$ cat src/design/rsi_pkg.sv
// Shared types, constants and character decode for the radix string parser.
package rsi_pkg;

  localparam int CHAR_W  = 16;
  localparam int RADIX_W = 6;
  localparam int DIGIT_W = 6;
  localparam int VALUE_W = 64;
  localparam int ERR_W   = 2;
  // magnitude times radix plus digit needs this many bits
  localparam int PROD_W  = VALUE_W + RADIX_W;

  localparam logic [ERR_W-1:0] ERR_NONE      = 2'd0;
  localparam logic [ERR_W-1:0] ERR_DIGIT     = 2'd1;
  localparam logic [ERR_W-1:0] ERR_OVERFLOW  = 2'd2;
  localparam logic [ERR_W-1:0] ERR_LONE_SIGN = 2'd3;

  localparam logic [CHAR_W-1:0]  MINUS_CHAR  = 16'h002D;
  localparam logic [RADIX_W-1:0] RADIX_RESET = 6'd10;
  localparam logic [RADIX_W-1:0] RADIX_MIN   = 6'd2;
  localparam logic [RADIX_W-1:0] RADIX_MAX   = 6'd36;

  // largest positive magnitude; a negative result may reach one more
  localparam logic [VALUE_W-1:0] MAG_POS_MAX = {1'b0, {(VALUE_W-1){1'b1}}};

  typedef struct packed {
    logic [DIGIT_W-1:0] digit;
    logic               digit_ok;
    logic               is_minus;
    logic               last;
  } dig_t;

  function automatic dig_t decode_char(logic [CHAR_W-1:0] c, logic [RADIX_W-1:0] r);
    dig_t               res;
    logic [DIGIT_W-1:0] d;
    logic               is_dig;
    d      = '0;
    is_dig = 1'b0;
    if (c >= 16'h0030 && c <= 16'h0039) begin
      d      = DIGIT_W'(c - 16'h0030);
      is_dig = 1'b1;
    end else if (c >= 16'h0061 && c <= 16'h007A) begin
      d      = DIGIT_W'(c - 16'h0061) + 6'd10;
      is_dig = 1'b1;
    end else if (c >= 16'h0041 && c <= 16'h005A) begin
      d      = DIGIT_W'(c - 16'h0041) + 6'd10;
      is_dig = 1'b1;
    end
    res.digit    = d;
    res.digit_ok = is_dig && (r >= RADIX_MIN) && (r <= RADIX_MAX) && (d < r);
    res.is_minus = (c == MINUS_CHAR);
    res.last     = 1'b0;
    return res;
  endfunction

endpackage

$ cat src/design/rsi_decode.sv
// Input register: takes a character request and holds its decoded digit.
module rsi_decode (
  input  logic                          clk,
  input  logic                          rst,
  input  logic                          in_valid,
  output logic                          in_stall,
  input  logic [rsi_pkg::CHAR_W-1:0]    char_code,
  input  logic                          last_char,
  input  logic [rsi_pkg::RADIX_W-1:0]   radix,
  output logic                          dig_valid,
  output rsi_pkg::dig_t                 dig,
  input  logic                          dig_take
);
  import rsi_pkg::*;

  dig_t dig_next;

  always_comb begin
    dig_next      = decode_char(char_code, radix);
    dig_next.last = last_char;
  end

  // the held request can be replaced in the same cycle it moves on
  assign in_stall = dig_valid && !dig_take;

  always_ff @(posedge clk) begin
    if (rst) begin
      dig_valid <= 1'b0;
    end else if (in_valid && !in_stall) begin
      dig_valid <= 1'b1;
    end else if (dig_take) begin
      dig_valid <= 1'b0;
    end
  end

  always_ff @(posedge clk) begin
    if (in_valid && !in_stall) begin
      dig <= dig_next;
    end
  end

endmodule

$ cat src/design/rsi_accum.sv
// String state, multiply-accumulate with bound check, and the result register.
module rsi_accum (
  input  logic                          clk,
  input  logic                          rst,
  input  logic [rsi_pkg::RADIX_W-1:0]   radix,
  input  logic                          dig_valid,
  input  rsi_pkg::dig_t                 dig,
  output logic                          dig_take,
  output logic                          out_valid,
  input  logic                          out_stall,
  output logic signed [rsi_pkg::VALUE_W-1:0] value,
  output logic [rsi_pkg::ERR_W-1:0]     error_code
);
  import rsi_pkg::*;

  // magnitude parsed so far; reaches 2^63 only for a negative string
  logic [VALUE_W-1:0] mag, mag_next;
  logic               at_start, at_start_next;
  logic               is_negative, is_negative_next;
  logic               seen_digit, seen_digit_next;
  logic [ERR_W-1:0]   pend, pend_next;
  logic [PROD_W-1:0]  prod, limit;
  logic [ERR_W-1:0]   res_err;
  logic [VALUE_W-1:0] res_val;

  assign dig_take = dig_valid && (!dig.last || !out_valid || !out_stall);

  always_comb begin
    prod  = PROD_W'(mag) * PROD_W'(radix) + PROD_W'(dig.digit);
    limit = PROD_W'(MAG_POS_MAX) + PROD_W'(is_negative);

    mag_next         = mag;
    at_start_next    = 1'b0;
    is_negative_next = is_negative;
    seen_digit_next  = seen_digit;
    pend_next        = pend;

    if (at_start && dig.is_minus) begin
      is_negative_next = 1'b1;
    end else if (pend == ERR_NONE) begin
      if (!dig.digit_ok) begin
        pend_next = ERR_DIGIT;
      end else if (prod > limit) begin
        pend_next = ERR_OVERFLOW;
      end else begin
        mag_next        = prod[VALUE_W-1:0];
        seen_digit_next = 1'b1;
      end
    end

    res_err = pend_next;
    if (res_err == ERR_NONE && !seen_digit_next) begin
      res_err = ERR_LONE_SIGN;
    end
    if (res_err != ERR_NONE) begin
      res_val = '0;
    end else if (is_negative_next) begin
      res_val = VALUE_W'(-mag_next);
    end else begin
      res_val = mag_next;
    end
  end

  always_ff @(posedge clk) begin
    if (rst) begin
      mag         <= '0;
      at_start    <= 1'b1;
      is_negative <= 1'b0;
      seen_digit  <= 1'b0;
      pend        <= ERR_NONE;
    end else if (dig_take) begin
      if (dig.last) begin
        mag         <= '0;
        at_start    <= 1'b1;
        is_negative <= 1'b0;
        seen_digit  <= 1'b0;
        pend        <= ERR_NONE;
      end else begin
        mag         <= mag_next;
        at_start    <= at_start_next;
        is_negative <= is_negative_next;
        seen_digit  <= seen_digit_next;
        pend        <= pend_next;
      end
    end
  end

  always_ff @(posedge clk) begin
    if (rst) begin
      out_valid <= 1'b0;
    end else if (dig_take && dig.last) begin
      out_valid <= 1'b1;
    end else if (!out_stall) begin
      out_valid <= 1'b0;
    end
  end

  always_ff @(posedge clk) begin
    if (dig_take && dig.last) begin
      value      <= $signed(res_val);
      error_code <= res_err;
    end
  end

endmodule

$ cat src/design/radix_string_to_int64.sv
// Top level: radix register, input decode stage and accumulate/result stage.
//
//   channel  | handshake            | payload
//   ---------+----------------------+-----------------------------
//   in       | in_valid / in_stall   | char_code[15:0], last_char
//   out      | out_valid / out_stall | value[63:0] signed, error_code[1:0]
//   config   | cfg_wr_en             | cfg_wr_data[5:0] (radix)
//
// One character per cycle unless a last character waits behind a stalled result. The limit
// is the loop through the magnitude register: multiply by radix, add digit, compare against
// the bound. A result is registered by the edge at which the accumulate stage takes its last character.
// Reset clears all string state, empties both stages and sets radix to 10.
// A stalled result holds; characters keep flowing until a last character
// waits behind it.
module radix_string_to_int64 (
  input  logic                               clk,
  input  logic                               rst,
  input  logic                               cfg_wr_en,
  input  logic [rsi_pkg::RADIX_W-1:0]        cfg_wr_data,
  input  logic                               in_valid,
  output logic                               in_stall,
  input  logic [rsi_pkg::CHAR_W-1:0]         char_code,
  input  logic                               last_char,
  output logic                               out_valid,
  input  logic                               out_stall,
  output logic signed [rsi_pkg::VALUE_W-1:0] value,
  output logic [rsi_pkg::ERR_W-1:0]          error_code
);
  import rsi_pkg::*;

  logic [RADIX_W-1:0] radix;
  logic               dig_valid;
  logic               dig_take;
  dig_t               dig;

  always_ff @(posedge clk) begin
    if (rst) begin
      radix <= RADIX_RESET;
    end else if (cfg_wr_en) begin
      radix <= cfg_wr_data;
    end
  end

  rsi_decode u_decode (
    .clk       (clk),
    .rst       (rst),
    .in_valid  (in_valid),
    .in_stall  (in_stall),
    .char_code (char_code),
    .last_char (last_char),
    .radix     (radix),
    .dig_valid (dig_valid),
    .dig       (dig),
    .dig_take  (dig_take)
  );

  rsi_accum u_accum (
    .clk        (clk),
    .rst        (rst),
    .radix      (radix),
    .dig_valid  (dig_valid),
    .dig        (dig),
    .dig_take   (dig_take),
    .out_valid  (out_valid),
    .out_stall  (out_stall),
    .value      (value),
    .error_code (error_code)
  );

endmodule

$ cat config.mk
export PLATFORM = sky130hd
export DESIGN_NAME = radix_string_to_int64
export DESIGN_NICKNAME = d
export VERILOG_FILES = /design/src/design/rsi_pkg.sv /design/src/design/rsi_decode.sv /design/src/design/rsi_accum.sv /design/src/design/radix_string_to_int64.sv
export SDC_FILE = /design/constraint.sdc
export NUM_CORES = 1
export LEC_CHECK = 0
export ABC_AREA = 1
export BUFFER_PORTS_ARGS = -buffer_cell sky130_fd_sc_hd__buf_2
export CAP_MARGIN = 20
export CORE_MARGIN = 5
export CORE_UTILIZATION = 50
export CTS_CLUSTER_DIAMETER = 80
export DETAILED_ROUTE_END_ITERATION = 12
export GPL_ROUTABILITY_DRIVEN = 0
export PLACE_DENSITY = 0.69
export SLEW_MARGIN = 15
export SYNTH_ARGS = -nofsm -noshare
export SYNTH_HDL_FRONTEND = slang
export SYNTH_SLANG_ARGS = --single-unit
$ cat constraint.sdc
create_clock -name clk -period 8 [get_ports clk]
set_input_delay 0.4 -clock clk [delete_from_list [all_inputs] [get_ports clk]]
set_output_delay 0.4 -clock clk [all_outputs]
set_load 0.01 [all_outputs]
## Yosys cells after proc, flatten, opt, wreduce, memory -nomap -nowiden

Index checks and enable logic that the tools add are counted.
Widths: inputs -> output; s select.

- Register bits: 152
- Bits of input ports: 28
- Output and inout port bits: 68
- Word-level logic and storage cells: 89

- Add/sub/neg operators: 8
- Multiply operators: 1
- Magnitude comparators: 10
- Equality and inequality tests: 2
- Mux-type cells: 30
- Reduce and logical (&&, ||, !) cells: 24

Operators with widths:

| kind | number |
|---|---|
| $mux 64 | 6 |
| $add 70x6->70 | 1 |
| $gt 70x70->1 | 1 |
| $mul 64x6->70 | 1 |
| $add 63x1->64 const A | 1 |
| $neg 64->64 | 1 |
| $ge 16x7->1 const B | 2 |
| $le 16x7->1 const B | 2 |
| $mux 6 | 3 |
| $eq 16x6->1 const B | 1 |
| $ge 16x6->1 const B | 1 |
| $le 16x6->1 const B | 1 |
| $mux 1 | 15 |
| $add 6x4->6 const B | 2 |
| $logic_and 1x1->1 | 12 |
| $mux 2 | 6 |
| $sub 6x6->6 const B | 2 |
| $ge 6x2->1 const B | 1 |
| $le 6x6->1 const B | 1 |
| $logic_not 1->1 | 6 |
| $lt 6x6->1 | 1 |
| $sub 6x1->6 const B | 1 |
| $logic_not 2->1 | 2 |
| $reduce_bool 2->1 | 2 |
| other kinds (2) | 3 |

## Logic depth before layout (Yosys ltp)

- Word-level depth: 11
- Depth in mapped cells: 58
- Gate-level depth less buffers: 54

## Modules after synthesis

From an unflattened synthesis, not the netlist that was laid out.

- Cell total of the unflattened synthesis: 3912
- Area, all modules: 25774.7 um2

By module, submodules not included:

| module | times used | cells each | area each (um2) |
|---|---|---|---|
| rsi_accum | 1 | 3706 | 24349.6 |
| rsi_decode | 1 | 171 | 1176.1 |
| radix_string_to_int64 | 1 | 35 | 249.0 |

## Least setup slack after synthesis

No wires, ideal clock.

- Path type: register to register
- Start point: reg radix[5]
- End point: reg u_accum.value[46] in the netlist's numbering, data pin
- Library setup time: 255 ps
- Arrival time: 7576 ps
- Slack: 169 ps
- Cell stages (with the launch flop): 49
- Buffers on the path: 3
- Clock period less this slack: 7831 ps
- Cells stage by stage: dfxtp_1 clkbuf_1 buf_1 nand2_1 fa_1 fa_1 inv_1 fa_1 inv_1 fa_1 inv_1 ha_1 nand2_1 inv_2 nand2_1 nand2_1 nand2_1 nand3_1 [13 not listed] nand2_1 nand2_1 nand2_1 nand2_1 nand2_2 clkbuf_1 nand4_1 nand2_1 ha_1 nand2_1 nor2_1 nand3_1 nand2_1 nand3_1 nor2_2 nand3_1 nand2_1 nor2_1

- Word-level cells in the longest chain between the ends: 11
- Elaborated cells on any way between the ends: 22
- Those cells by class: add/sub: 2; mul: 1; order compare: 1; mux: 14; reduce/logical: 4

RTL lines:

| what | line | text |
|---|---|---|
| start, declared | radix_string_to_int64.sv:31 | `logic [RADIX_W-1:0] radix;` |
| start signal, assigned | radix_string_to_int64.sv:40 | `radix <= cfg_wr_data;` |
| $mul 64x6->70 * | rsi_accum.sv:29 | `prod = PROD_W'(mag) * PROD_W'(radix) + PROD_W'(dig.digit);` |
| $add 70x6->70 * | rsi_accum.sv:29 |  |
| branches (longest 9 deep; another with $gt 70x70->1) | - |  |
| end signal, assigned | rsi_accum.sv:100 | `value <= $signed(res_val);` |
| end, declared | rsi_accum.sv:11 | `output logic signed [rsi_pkg::VALUE_W-1:0] value,` |

Mark *: on every way between the ends.
A chain may end at the register's enable or synchronous reset.

## Worst setup path in the final report

- Start point: reg radix[5]
- End point: reg u_accum.value[45] in the netlist's numbering, data pin

The elaborated chain is that of the path after synthesis.

==> out/metrics.cfg <==
[run_status]
status=complete, no violations

[drt]
wl_per_cell_um=17.7
drt_iter0_markers=2077
wirelength_um=86400
via_per_inst=5.35
ant_nets=0
vias=26200
first_pass_iters=6
drcViolationCount=0

[placement]
hpwl_um=62000
numPortBuffers=95
dp.cells=4797

[yosys]
synth-seq-cells=152
synth-edff-count=75
synth_area_per_cell_um2=6.70
synthArstFlopShare=0
ys_top_cells_by_area=fa_1, nand2_1, ha_1
yosysTopAreaCellShare=0.201
syn-num-nets=4253
syn_area_mm2=0.0251
synth_cells=3749
ys_types=55
synthFlopType=dfxtp_1
yosysSeqAreaShare=0.151
yosys_warnings=0
synth_top_area_cell=fa_1

[clock_network]
htreeDepth=4
ctsLongestPathBuffers=2
cts_tree=built
insertion_delay_ps=510
cts_buffers=17
clk_pin_slew_ps=60
clock-root-buffer=clkbuf_16
cts.sinks=152

[global_routing]
grt_overflow=0
grt_usage=0.286
grt_pass1_wl_um=125000
grt_use_met3=0.0645
grt_start_max_net_pins=69
use_met2=0.475
antenna_found_initial=0
grt_pass1_vias=24500
top_usage_layer=met2
met1_usage=0.369

[hold_path]
holdCritPathClass=input port to flop

[floorplan]
dieArea_mm2=0.0548
initial_core_util=0.502
design.core.area_mm2=0.0500
die_y_um=234
rows=82
die_x_um=234
io_pins=96

[finish]
multi_input_area_mm2=0.0202
instances_no_fill=4892
regArea_mm2=0.00381
drive_gt1_frac=0.262
fin_util=0.662
antenna_cells=0
nFillCells=4086
final_nets=4711
syn_to_final_growth_pct=31.7

[timing]
grt_setup_unrepaired=true
finalClockSkew_ps=26.9
max_freq_mhz=126
fin_crit_ps=7920
slew_headroom=0.286
hold_viol=0
worstMarginPinSlew_ps=1070
finalCritPeriodShare=0.990
setup_viol=0
tns_ps=0
slew_viol_final=0
whs_ps=100

[worst_setup_path]
cp_max_fo=9
r2r_slack_ps=80
crit_arrival_ps=8170
cp-start-kind=flop
cpMostUsedCell=nand2_1
setup.worst_path.end_class=flop
slowest_stage=fa_2
cp.required_ps=8250
crit_type=flop to flop
slowest_delay_ps=610

[flow_run]
drv_cap=0

[pwr]
ir_worst_vdd_uv=179
power_mw=2.32
leakage_nw=18.7
p_per_area_mw_per_mm2=70.1

## layer usage
metal  wire (um)  part of all wire
met5           0                 0
met3        8970              0.10
met4        4050             0.047
met2       40900              0.47
met1       32500              0.38
## placed cells by master (no fill, tap or decap), types with 8 or more instances in the layout
master / count
nand4_1: 57
a21oi_2: 46
nor3_1: 14
fa_1: 247
inv_2: 20
o21ai_4: 12
xnor2_1: 9
nor2_4: 32
a21oi_1: 197
nand2_4: 33
ha_1: 159
buf_4: 448
inv_1: 703
nor2_1: 209
o21ai_1: 32
o21ai_0: 85
nand3_2: 9
nand3_1: 56
nand3_4: 10
clkbuf_16: 29
nand2_2: 85
buf_12: 22
dfxtp_1: 69
nor2_2: 71
xor2_1: 34
o21ai_2: 20
edfxtp_1: 75
buf_2: 95
nand2_1: 1121
ha_4: 64
buf_6: 19
xnor2_2: 8
xor2_2: 9
## final timing paths
path	startpoint	depth (start not counted)	to
worst max-delay path	radix[5]	46	u_accum.value[45]
worst min-delay path	last_char	1	u_decode.dig[0]
worst max register to register	radix[5]	46	u_accum.value[45]
worst min register to register	u_accum.at_start	2	u_accum.at_start
## per-stage QoR
step | cell area (um^2) | setup WS [ps]
final | 33100 | 77.2
after global routing | 33100 | -240
after CTS | 29900 | 3.76
after detailed placement | 29200 | -286
after global placement | 29200 | -183
after floorplan | 25100 | 169
## state kept, by name, summed over array words and instances (netlist names)
register and count:
u_accum.value 64, u_accum.pend 2, u_accum.error_code 2, radix 6, u_accum.out_valid 1, u_decode.dig 9
u_accum.at_start 1, u_accum.seen_digit 1, u_decode.dig_valid 1, u_accum.mag 64, u_accum.is_negative 1
## critical path: cells and delay by family (launching register included)
family	cells	cell delay, ps
AO/OA/AOI/OAI	8	1310
AND/OR/NAND/NOR	22	2220
adder cells (fa/ha/maj)	6	2450
flip-flops	1	410
buffers and inverters	9	1100
XOR/XNOR	1	180
## cells by family after synthesis
| family | Yosys count | synth area share |
|---|---|---|
| AO/OA/AOI/OAI | 443 | 0.0964 |
| AND/OR/NAND/NOR | 1726 | 0.280 |
| flip-flops | 152 | 0.151 |
| adder cells (fa/ha/maj) | 476 | 0.313 |
| buffers and inverters | 890 | 0.138 |
| XOR/XNOR | 62 | 0.0216 |
## Yosys cell counts (5+ instances only)
library cell and number:
nand2_2 26, xnor2_1 17, o21a_1 5, nand3_1 68, ha_1 224, o21ai_0 109
xor2_1 45, nand2_1 1214, a31o_2 7, nand4_1 57, dfxtp_1 77, inv_2 6
buf_1 30, nor3_1 18, clkbuf_2 21, buf_6 9, a21oi_1 247, a21o_1 5
nor2_2 15, edfxtp_1 75, o21bai_1 11, clkbuf_1 75, nor2_1 293, fa_1 252
o21ai_2 15, o21ai_1 25, inv_1 718, buf_2 26
## report_power, final
group	internal [mW]	leakage [nW]	total [mW]	switching [mW]
Combinational	0.282	17.1	0.696	0.414
Sequential	0.832	1.34	0.845	0.0123
Clock	0.400	0.246	0.777	0.377
## timing repair
item / in CTS / in global routing
pin swaps: 11 / 157
gates resized for setup: 45 / 507
gates cloned: 1 / 14
hold buffers: 0 / 0
buffers inserted: 3 / 47
endpoints found under the setup margin: 48 / 62
## final cells by class
cell class | count | area share
repair buffers | 602 | 0.148
well taps | 672 | 0.0254
inverters | 727 | 0.0827
flip-flops and latches | 152 | 0.115
clock buffers | 20 | 0.0135
multi-input cells | 2707 | 0.612
clock inverters | 12 | 0.00238
No activity file was read; power rests on OpenSTA's default activity.
